`config.mk`:
```
export PLATFORM = sky130hd
export DESIGN_NAME = quadrature_knob_position_core
export DESIGN_NICKNAME = d
export VERILOG_FILES = /design/src/rtl/core/qkp_pkg.sv /design/src/rtl/core/qkp_step.sv /design/src/rtl/core/quadrature_knob_position_core.sv
export SDC_FILE = /design/constraint.sdc
export NUM_CORES = 1
export LEC_CHECK = 0
export BUFFER_PORTS_ARGS = -buffer_cell sky130_fd_sc_hd__buf_2
export CAP_MARGIN = 20
export CORE_UTILIZATION = 60
export DETAILED_ROUTE_END_ITERATION = 12
export GPL_TIMING_DRIVEN = 1
export PLACE_DENSITY = 0.8
export SKIP_LAST_GASP = 1
export SLEW_MARGIN = 40
export SYNTH_ARGS = -nofsm -noshare
export SYNTH_HDL_FRONTEND = slang
export SYNTH_HIERARCHICAL = 1
export SYNTH_SLANG_ARGS = --single-unit
```
`constraint.sdc`:
```
create_clock -name clk -period 10 [get_ports clk]
set_clock_uncertainty 0.1 [all_clocks]
set_input_delay 0.5 -clock clk [delete_from_list [all_inputs] [get_ports clk]]
set_output_delay 0.5 -clock clk [all_outputs]
set_load 0.03 [all_outputs]
```
`src/rtl/core/qkp_pkg.sv`:
```
package qkp_pkg;

  // Width of the wrapping target counter
  localparam int POS_BITS = 16;
  // Widths of the result and register fields
  localparam int OUT_POS_W = 16;
  localparam int STEP_W = 10;
  localparam int TICKS_W = 8;
  localparam int CMD_W = 3;
  localparam int CFG_IDX_W = 2;

  // Register reset values
  localparam logic [STEP_W-1:0] COARSE_STEP_RST = STEP_W'(10);
  localparam logic [STEP_W-1:0] FINE_STEP_RST = STEP_W'(1);
  localparam logic [TICKS_W-1:0] LONG_PRESS_RST = TICKS_W'(16);
  localparam logic [TICKS_W-1:0] HOLD_MAX = '1;

  // Event codes
  localparam logic [CMD_W-1:0] CMD_A_CHG = 3'd0;
  localparam logic [CMD_W-1:0] CMD_B_CHG = 3'd1;
  localparam logic [CMD_W-1:0] CMD_KEY_CHG = 3'd2;
  localparam logic [CMD_W-1:0] CMD_TICK = 3'd3;
  localparam logic [CMD_W-1:0] CMD_RESYNC = 3'd4;

  // Register indexes
  localparam logic [CFG_IDX_W-1:0] REG_COARSE_STEP = 2'd0;
  localparam logic [CFG_IDX_W-1:0] REG_FINE_STEP = 2'd1;
  localparam logic [CFG_IDX_W-1:0] REG_LONG_PRESS = 2'd2;

  typedef enum logic [2:0] {
    PH_IDLE        = 3'd0,
    PH_WAIT_A_FALL = 3'd1,
    PH_WAIT_B_FALL = 3'd2,
    PH_WAIT_A_RISE = 3'd3,
    PH_WAIT_B_RISE = 3'd4
  } phase_t;

  typedef struct packed {
    phase_t               phase;
    logic                 a_rising_armed;
    logic                 b_rising_armed;
    logic                 key_rising_armed;
    logic                 half_detent;
    logic [POS_BITS-1:0]  target;
    logic                 fine_mode;
    logic                 timer_on;
    logic [TICKS_W-1:0]   hold_count;
  } state_t;

  typedef struct packed {
    logic [STEP_W-1:0]  coarse_step;
    logic [STEP_W-1:0]  fine_step;
    logic [TICKS_W-1:0] long_press_ticks;
  } cfg_t;

  typedef struct packed {
    logic [OUT_POS_W-1:0] position;
    logic [STEP_W-1:0]    step_size;
    logic                 changed;
    logic                 hold_timing;
  } result_t;

endpackage

```
`src/rtl/core/qkp_step.sv`:
```
module qkp_step (
  input  qkp_pkg::state_t          st,
  input  qkp_pkg::cfg_t            cfg,
  input  logic [qkp_pkg::CMD_W-1:0] command,
  input  logic                     level_a,
  input  logic                     level_b,
  input  logic                     level_key,
  output qkp_pkg::state_t          st_next,
  output qkp_pkg::result_t         res
);
  import qkp_pkg::*;

  logic                is_a;
  logic                own;
  logic                other;
  logic                own_n;
  logic                other_n;
  logic                lvl;
  logic                changed;
  phase_t              wait_fall;
  phase_t              wait_rise;
  phase_t              go_fall;
  phase_t              go_rise;
  logic [STEP_W-1:0]   step;
  logic [TICKS_W-1:0]  hc;

  // Select the roles of the two phase pins for this edge
  always_comb begin
    is_a      = (command == CMD_A_CHG);
    own       = is_a ? st.a_rising_armed : st.b_rising_armed;
    other     = is_a ? st.b_rising_armed : st.a_rising_armed;
    lvl       = is_a ? level_a : level_b;
    wait_fall = is_a ? PH_WAIT_A_FALL : PH_WAIT_B_FALL;
    wait_rise = is_a ? PH_WAIT_A_RISE : PH_WAIT_B_RISE;
    go_fall   = is_a ? PH_WAIT_B_FALL : PH_WAIT_A_FALL;
    go_rise   = is_a ? PH_WAIT_B_RISE : PH_WAIT_A_RISE;
    step      = st.fine_mode ? cfg.fine_step : cfg.coarse_step;
  end

  // Work out the next state for one event
  always_comb begin
    st_next = st;
    changed = 1'b0;
    own_n   = own;
    other_n = other;
    hc      = st.hold_count;
    unique case (command)
      CMD_A_CHG, CMD_B_CHG: begin
        if (lvl == own) begin
          if (st.phase == wait_fall || st.phase == wait_rise) begin
            // Second pin of a half-detent: count only with the expected polarity
            if (own == (st.phase == wait_rise)) begin
              st_next.phase = PH_IDLE;
              own_n = ~own;
              if (st.half_detent) begin
                st_next.half_detent = 1'b0;
                changed = 1'b1;
                if (is_a) begin
                  st_next.target = st.target + POS_BITS'(step);
                end else begin
                  st_next.target = st.target - POS_BITS'(step);
                end
              end else begin
                st_next.half_detent = 1'b1;
              end
            end
          end else if (st.phase == go_fall || st.phase == go_rise) begin
            // Same pin again: drop back to idle
            st_next.phase = PH_IDLE;
            own_n = ~own;
          end else begin
            // Idle: start a half-detent
            st_next.phase = own ? go_rise : go_fall;
            other_n = own;
            own_n = ~own;
          end
          if (is_a) begin
            st_next.a_rising_armed = own_n;
            st_next.b_rising_armed = other_n;
          end else begin
            st_next.b_rising_armed = own_n;
            st_next.a_rising_armed = other_n;
          end
        end
      end
      CMD_KEY_CHG: begin
        if (level_key == st.key_rising_armed) begin
          if (!level_key) begin
            st_next.fine_mode = ~st.fine_mode;
            st_next.hold_count = '0;
            st_next.timer_on = 1'b1;
            st_next.key_rising_armed = 1'b1;
            changed = 1'b1;
          end else begin
            st_next.timer_on = 1'b0;
            st_next.key_rising_armed = 1'b0;
          end
        end
      end
      CMD_TICK: begin
        if (st.timer_on) begin
          // Advance the hold count, saturating
          if (st.hold_count != HOLD_MAX) begin
            hc = st.hold_count + TICKS_W'(1);
          end
          st_next.hold_count = hc;
          if (hc >= cfg.long_press_ticks) begin
            st_next.timer_on = 1'b0;
            st_next.target = '0;
            st_next.fine_mode = 1'b0;
            changed = 1'b1;
          end
        end
      end
      CMD_RESYNC: begin
        st_next.phase = PH_IDLE;
        st_next.half_detent = 1'b0;
        st_next.fine_mode = 1'b0;
        changed = st.fine_mode;
        st_next.a_rising_armed = ~level_a;
        st_next.b_rising_armed = ~level_b;
      end
      default: begin
      end
    endcase
  end

  // Build the result from the updated state
  always_comb begin
    res.position    = OUT_POS_W'(signed'(st_next.target));
    res.step_size   = st_next.fine_mode ? cfg.fine_step : cfg.coarse_step;
    res.changed     = changed;
    res.hold_timing = st_next.timer_on;
  end

endmodule

```
`src/rtl/core/quadrature_knob_position_core.sv`:
```
// Quadrature knob position core.
// Input channel (in_valid/in_ready): one event per request; command selects an
// A change, B change, key change, timer tick or resync, and level_a, level_b and
// level_key carry the present pin levels.
// Output channel (out_valid/out_ready): exactly one result per request with the
// wrapped target position, the step in use, a changed flag and the hold timer
// state.
// Config channel (cfg_valid/cfg_ready): cfg_index 0 coarse step, 1 fine step,
// 2 long-press tick count; always ready. Write only while no request is in flight.
// The result is registered; while the receiver stalls it waits in the skid register.
// Throughput: one request per cycle while in_ready is high. The event update is one pass of logic
// between the state register and the result register.
// A two-entry output stage (result register plus skid register) absorbs a
// stalled receiver: in_ready drops only once both entries are full, and comes
// back from a register, not from out_ready.
// Reset: position 0, coarse mode, idle phase, falling edges armed on A, B and
// the key, timer stopped, registers at 10, 1 and 16, output empty.
module quadrature_knob_position_core (
  input  logic                               clk,
  input  logic                               rst,
  input  logic                               in_valid,
  output logic                               in_ready,
  input  logic [qkp_pkg::CMD_W-1:0]          command,
  input  logic                               level_a,
  input  logic                               level_b,
  input  logic                               level_key,
  output logic                               out_valid,
  input  logic                               out_ready,
  output logic signed [qkp_pkg::OUT_POS_W-1:0] position,
  output logic [qkp_pkg::STEP_W-1:0]         step_size,
  output logic                               changed,
  output logic                               hold_timing,
  input  logic                               cfg_valid,
  output logic                               cfg_ready,
  input  logic [qkp_pkg::CFG_IDX_W-1:0]      cfg_index,
  input  logic [qkp_pkg::STEP_W-1:0]         cfg_data
);
  import qkp_pkg::*;

  state_t  st;
  state_t  st_next;
  cfg_t    cfg;
  result_t res_next;
  result_t res_q;
  result_t skid_q;
  logic    skid_valid;
  logic    in_acc;
  logic    out_pop;

  assign cfg_ready = 1'b1;
  assign in_ready  = ~skid_valid;
  assign in_acc    = in_valid & in_ready;
  assign out_pop   = out_valid & out_ready;

  // Configuration registers
  always_ff @(posedge clk) begin
    if (rst) begin
      cfg.coarse_step      <= COARSE_STEP_RST;
      cfg.fine_step        <= FINE_STEP_RST;
      cfg.long_press_ticks <= LONG_PRESS_RST;
    end else if (cfg_valid && cfg_ready) begin
      unique case (cfg_index)
        REG_COARSE_STEP: cfg.coarse_step <= cfg_data;
        REG_FINE_STEP:   cfg.fine_step <= cfg_data;
        REG_LONG_PRESS:  cfg.long_press_ticks <= cfg_data[TICKS_W-1:0];
        default: begin
        end
      endcase
    end
  end

  qkp_step u_step (
    .st        (st),
    .cfg       (cfg),
    .command   (command),
    .level_a   (level_a),
    .level_b   (level_b),
    .level_key (level_key),
    .st_next   (st_next),
    .res       (res_next)
  );

  // Decoder state: advance on every taken request
  always_ff @(posedge clk) begin
    if (rst) begin
      st <= '{phase: PH_IDLE, target: '0, hold_count: '0, default: 1'b0};
    end else if (in_acc) begin
      st <= st_next;
    end
  end

  // Output register and skid register
  always_ff @(posedge clk) begin
    if (rst) begin
      out_valid  <= 1'b0;
      skid_valid <= 1'b0;
    end else if (!out_valid || out_pop) begin
      if (skid_valid) begin
        out_valid  <= 1'b1;
        skid_valid <= 1'b0;
      end else begin
        out_valid <= in_acc;
      end
    end else if (in_acc) begin
      skid_valid <= 1'b1;
    end
  end

  always_ff @(posedge clk) begin
    if (!out_valid || out_pop) begin
      if (skid_valid) begin
        res_q <= skid_q;
      end else if (in_acc) begin
        res_q <= res_next;
      end
    end else if (in_acc) begin
      skid_q <= res_next;
    end
  end

  assign position    = signed'(res_q.position);
  assign step_size   = res_q.step_size;
  assign changed     = res_q.changed;
  assign hold_timing = res_q.hold_timing;

  // The skid entry is only used behind a full output register
  a_skid_behind_out: assert property (@(posedge clk) disable iff (rst)
    skid_valid |-> out_valid)
    else $error("skid entry valid while output register empty");

  // A held skid entry keeps its result until the output drains
  a_skid_holds: assert property (@(posedge clk) disable iff (rst)
    (skid_valid && !out_ready) |=> (skid_valid && $stable(skid_q)))
    else $error("skid entry lost or changed during stall");

  // After every taken request the output holds a valid result in the next cycle
  a_result_follows: assert property (@(posedge clk) disable iff (rst)
    in_acc |=> out_valid)
    else $error("request taken but no result presented");

  // A tick with the timer stopped leaves position and mode alone
  a_idle_tick: assert property (@(posedge clk) disable iff (rst)
    (in_acc && command == CMD_TICK && !st.timer_on) |=>
      ($stable(st.target) && $stable(st.fine_mode)))
    else $error("tick with stopped timer changed state");

  // A completed long press clears the position
  a_long_press_clears: assert property (@(posedge clk) disable iff (rst)
    (in_acc && command == CMD_TICK && st.timer_on && !st_next.timer_on) |=>
      (st.target == '0 && !st.fine_mode))
    else $error("long press did not clear position");

endmodule

```
# Word-level counts from Yosys, hierarchy flattened
# Index checks and enable logic that the tools add are counted.
op_classes:
  mux: 50
  reduce_logical: 21
  n_eq_ne: 21
  addsub: 3
  n_bitwise: 8
  order_cmp: 1
op_table:
  columns: ["operator", "count"]
  rows:
  - ["28-bit two-way mux", 2]
  - ["17-bit two-way mux", 3]
  - ["16-bit two-way mux", 2]
  - ["8-bit two-way mux", 4]
  - ["16-bit one-hot mux with 2 select lines", 1]
  - ["10-bit two-way mux", 3]
  - ["26-bit two-way mux", 1]
  - ["1-bit two-way mux", 18]
  - ["18-bit two-way mux", 1]
  - ["3-bit two-way mux", 6]
  - ["9-bit one-hot mux with 2 select lines", 1]
  - ["16-bit by 10-bit adder with 16-bit output", 1]
  - ["16-bit by 10-bit subtractor with 16-bit output", 1]
  - ["3-bit equality test", 4]
  - ["5-bit one-hot mux with 2 select lines", 1]
  - ["2-bit AND reduction", 5]
  - ["5-bit AND reduction", 2]
  - ["8-bit by 1-bit adder with 8-bit output (second input constant)", 1]
  - ["8-bit >= comparator", 1]
  - ["2-bit by 1-bit != test with 1-bit output (second input constant)", 4]
  - ["8-bit != test (second input constant)", 1]
  - ["3-bit by 2-bit equality test with 1-bit output (second input constant)", 2]
  - ["2-bit two-way mux", 3]
  - ["1-bit NOT", 6]
  - ["other kinds (20)", 30]
totals:
  out_inout_bits: 31
  in_bits: 23
  ff_bits: 119
  elab_cells: 126

# Logic depth before layout (Yosys ltp)
depth:
  ltp_word: 11
  depth_mapped: 18
  mapped_depth_nobuf: 15

# Hierarchy
# The synthesis kept the hierarchy.
modules_own_cells:
  columns: ["module", "seq_area_each_um2", "n_inst", "cells_each", "area_per_inst_um2"]
  rows:
  - ["quadrature_knob_position_core", 2942.8, 1, 369, 4272.8]
  - ["qkp_step", 0.0, 1, 403, 2746.4]

# Worst setup path before layout
# OpenSTA, ideal clock, no wires.
synth_timing:
  path_type: "register -> register"
  from: "reg st[9] (netlist name)"
  to: "reg res_q, in the netlist position[14] (data pin)"
  synth_period_minus_slack_ps: 4053
  arrival_time_ps: 3693
  t_required_ps: 9640
  setup_ps: 260
  path_slack_ps: 5947
  path_stages_with_launch: 16
  cell_sequence: "dfxtp_1 -> clkbuf_1 -> buf_2 -> mux2i_1 -> ha_1 -> a31oi_1 -> xnor2_1 -> ha_1 -> a21oi_1 -> o21ai_1 -> a221oi_1 -> o21ai_1 -> a31oi_1 -> xor2_1 -> o22ai_1 -> mux2_2"
synth_rtl:
  columns: ["item", "line_no", "source"]
  rows:
  - ["to (signal assigned)", "quadrature_knob_position_core.sv:112", "res_q <= skid_q;"]
  - ["to (signal assigned)", "quadrature_knob_position_core.sv:114", "res_q <= res_next;"]
  - ["to (decl)", "quadrature_knob_position_core.sv:44", "result_t res_q;"]

==> flow_metrics.py <==
metrics = {
    "clock_network": {
        "cts_tree": "done",
        "cts_root_buf": "clkbuf_16",
        "postCtsSetupBuffers": 0,
        "clock_latency_ps": 430,
        "cts_buffer_depth": 2,
        "clkTransAtPathRegs_ps": 60,
        "cts.repair.resized": 0,
        "cts_num_sinks": 119,
        "h-tree-depth": 4,
        "cts_made_buffers": 17,
        "cts_hold_buf": 0,
    },
    "timing": {
        "fmax_mhz": 237.7,
        "worst_pin_slew_ps": 734.2,
        "maxSlewViolCount": 0,
        "fin_crit_ps": 4206,
        "finalSetupViolCount": 0,
        "timing.slew.headroom": 0.5082,
        "fin_crit_sh": 0.4206,
        "tns_ps": 0,
        "hold_viol_final": 0,
        "rsz0062_at_grt": "false",
        "hold-worst-slack_ps": 235.9,
    },
    "die": {
        "die_h_um": 110.2,
        "core_um2": 11420,
        "die_w_um": 110.2,
        "start_util": 0.6147,
        "die-area_um2": 12140,
        "rows": 39,
        "num_io_pins": 54,
    },
    "logic_synthesis": {
        "syn_inst": 772,
        "yosys_warnings": 6,
        "synth_edf_count": 56,
        "netlist_area_um2": 7019,
        "synthesis.nets": 825,
        "syn_avg_cell_area_um2": 9.092,
        "ys_ff_latch": 119,
        "async_flop_share": 0,
        "ys_types": 63,
        "ys.flop_type": "dfxtp_1",
        "synth_seq_area_share": 0.4193,
    },
    "setup_path": {
        "criticalPathCategory": "reg2reg",
        "reg2reg_depth": 13,
        "critPathArrivalTime_ps": 4280,
        "cp-start-kind": "flop",
        "crit_chain": "mux2i_1 -> ha_1 -> nand2_1 -> o21ai_0 -> fa_1 -> a21oi_1 -> o21ai_1 -> a221oi_1 -> o21ai_1 -> a31oi_1 -> xor2_1 -> o22ai_1 -> mux2_2",
        "reg2reg_from": "st[9]$_SDFFE_PP0P_",
        "cp-end-kind": "flop",
        "worstPathRequired_ps": 10070,
        "crit_top_cell": "o21ai_1",
        "reg2reg_setup_slack_ps": 5790,
        "cp_slowest_cell": "dfxtp_2",
        "reg2reg_to": "position[14]$_DFFE_PP_",
        "cp_max_fo": 24,
        "slowest_delay_ps": 670,
    },
    "global_routing": {
        "antenna_found_initial": 0,
        "globalRouteMet1Util": 0.3271,
        "grt_max_degree": 68,
        "grt_pass1_wl_mm": 25.02,
        "grt_overflow": 0,
        "use_met3": 0.07407,
        "grt_usage": 0.2713,
        "grt.busiest_layer": "met2",
        "use_met2": 0.4438,
        "grt_pass1_vias": 5323,
    },
    "outcome": {
        "status": "finished clean",
    },
    "pwr": {
        "power_mw": 1.248,
        "sw_frac_of_total": 0.2538,
        "p_comb_frac": 0.093,
        "internal_power_uw": 931.0,
        "vdd_drop_max_uv": 163.8,
        "p_leak_nw": 3.020,
        "power_frac_seq": 0.428,
        "cellPowerDensity_nw_per_um2": 161.2,
        "power_frac_clock": 0.479,
        "p_sw_uw": 316.6,
    },
    "routing": {
        "first_pass_iters": 6,
        "vias": 5549,
        "drc": 0,
        "detail-route-antenna-nets": 0,
        "viasPerCell": 5.884,
        "wirelength_mm": 15.51,
        "drt_iter0_markers": 365,
        "wire_per_inst_um": 16.45,
    },
    "layout": {
        "post-route-util": 0.6778,
        "mostFrequentLayoutCells": "152 x nand2_1, 86 x a21oi_1, 62 x dfxtp_1",
        "n_antenna_cell": 0,
        "final_common_cell": "nand2_1",
        "area_growth_pct": 10.27,
        "nets": 840,
        "drive_above_1_share": 0.1663,
    },
    "place": {
        "portBuffers": 52,
        "gp_congestion": 0.9060,
        "place_hpwl_mm": 10.65,
    },
    "hold_path": {
        "min_path_type": "in2reg",
        "worstHoldStart": "cfg_data[9]",
        "holdPathEnd": "cfg[17]$_SDFFE_PP0P_",
        "hold_depth": 3,
    },
    "flow_run": {
        "maxCapViolCount": 0,
    },
}
==> area by class of cell <==
type                       instances  area (um^2)
inverter                          21        78.83
clock inverter                    14        150.1
clock buffer                      18        429.2
sequential                       119         2944
multi-input combinational        569         3646
timing repair buffer              59        312.8
tap                              143        178.9
fill                             870         3679
==> power groups by stage <==
stage | clock network (mW) | logic [mW] | registers, mW
floorplan | 0 | 0.0719 | 0.556
global placement | 0 | 0.112 | 0.543
detailed placement | 0 | 0.115 | 0.545
CTS | 0.606 | 0.116 | 0.534
global route | 0.626 | 0.127 | 0.536
finish | 0.597 | 0.116 | 0.534
==> Yosys cell counts (3+ instances only) <==
library cell	number	area [um^2]
edfxtp_1	56	1682
nor2b_1	7	43.79
a31oi_1	9	56.30
nand2_1	152	570.6
a22o_1	3	26.28
mux2_1	10	112.6
mux2_2	30	337.8
dfxtp_1	63	1261
or3_1	4	25.02
xor2_1	14	122.6
buf_2	16	80.08
xnor2_1	18	157.7
nor3_1	19	95.09
nand3b_1	3	22.52
nor2_1	41	153.9
o21ai_0	16	80.08
inv_1	21	78.83
a21o_1	6	45.04
nand4_1	4	25.02
buf_4	27	202.7
o21ai_1	11	55.05
clkbuf_1	16	60.06
buf_1	3	11.26
a21oi_1	86	430.4
ha_1	29	362.9
nand3_1	11	55.05
nor3_2	3	30.03
a32o_1	6	60.06
o22ai_1	7	43.79
and3_1	7	43.79
nand2b_1	12	75.07
mux2i_1	23	230.2
==> sequential cells by signal, indices dropped and copies added, names as in the netlist <==
signal and flops:
st 33, out_valid 1, changed 1, cfg 28, step_size 10, hold_timing 1
skid_q 28, skid_valid 1, position 16
==> layer usage <==
| layer | vias up | part of all wire |
|---|---|---|
| li1 | 2750 | - |
| met1 | 2588 | 0.43 |
| met5 | - | 0 |
| met2 | 183 | 0.49 |
| met3 | 28 | 0.059 |
| met4 | 0 | 0.021 |
==> how the worst max path moves through the flow <==
| stage | from | to | slack, ps | depth (start not counted) |
|---|---|---|---|---|
| 5_1_grt | st[9]$_SDFFE_PP0P_ | position[14]$_DFFE_PP_ | 5500 | 13 |
| 3_5_place_dp | command[0] | position[14]$_DFFE_PP_ | 5540 | 13 |
| 4_1_cts | st[9]$_SDFFE_PP0P_ | position[14]$_DFFE_PP_ | 5830 | 13 |
| 6_report | st[9]$_SDFFE_PP0P_ | position[14]$_DFFE_PP_ | 5790 | 13 |
| 3_3_place_gp | command[0] | position[14]$_DFFE_PP_ | 5650 | 13 |
| 2_1_floorplan | st[9]$_SDFFE_PP0P_ | position[14]$_DFFE_PP_ | 5950 | 15 |
==> worst max-delay path: cells and delay by family (launching register included) <==
kind | cells | cell delay, ps
adders and majority gates | 2 | 760
DFF | 1 | 670
AOI/OAI and AO/OA | 7 | 1560
and+or+nand+nor | 1 | 50
muxes | 2 | 640
xor gates and xnor gates | 1 | 170
==> kinds of logic (layout without fill, tap and decap cells) <==
| logic type | count (synthesis) | in the layout | share of synthesized area |
|---|---|---|---|
| AO/OA/AOI/OAI | 168 | 168 | 0.1447 |
| XOR/XNOR | 32 | 32 | 0.03993 |
| adder cells (fa/ha/maj) | 30 | 30 | 0.05455 |
| buffers and inverters | 84 | 112 | 0.06328 |
| flip-flops | 119 | 119 | 0.4193 |
| multiplexers | 65 | 65 | 0.1021 |
| other | 1 | 1 | 0.0005342 |
| AND/OR/NAND/NOR | 273 | 273 | 0.1756 |
==> metrics by stage <==
step,area (um^2),instances,worst slack (ps)
after global placement,7151,911,5652
after floorplan,7019,772,5947
after global routing,7740,943,5505
after detailed placement,7161,911,5536
after CTS,7740,943,5827
final,7740,943,5794
Note: power is estimated with default switching activity, not from simulation.
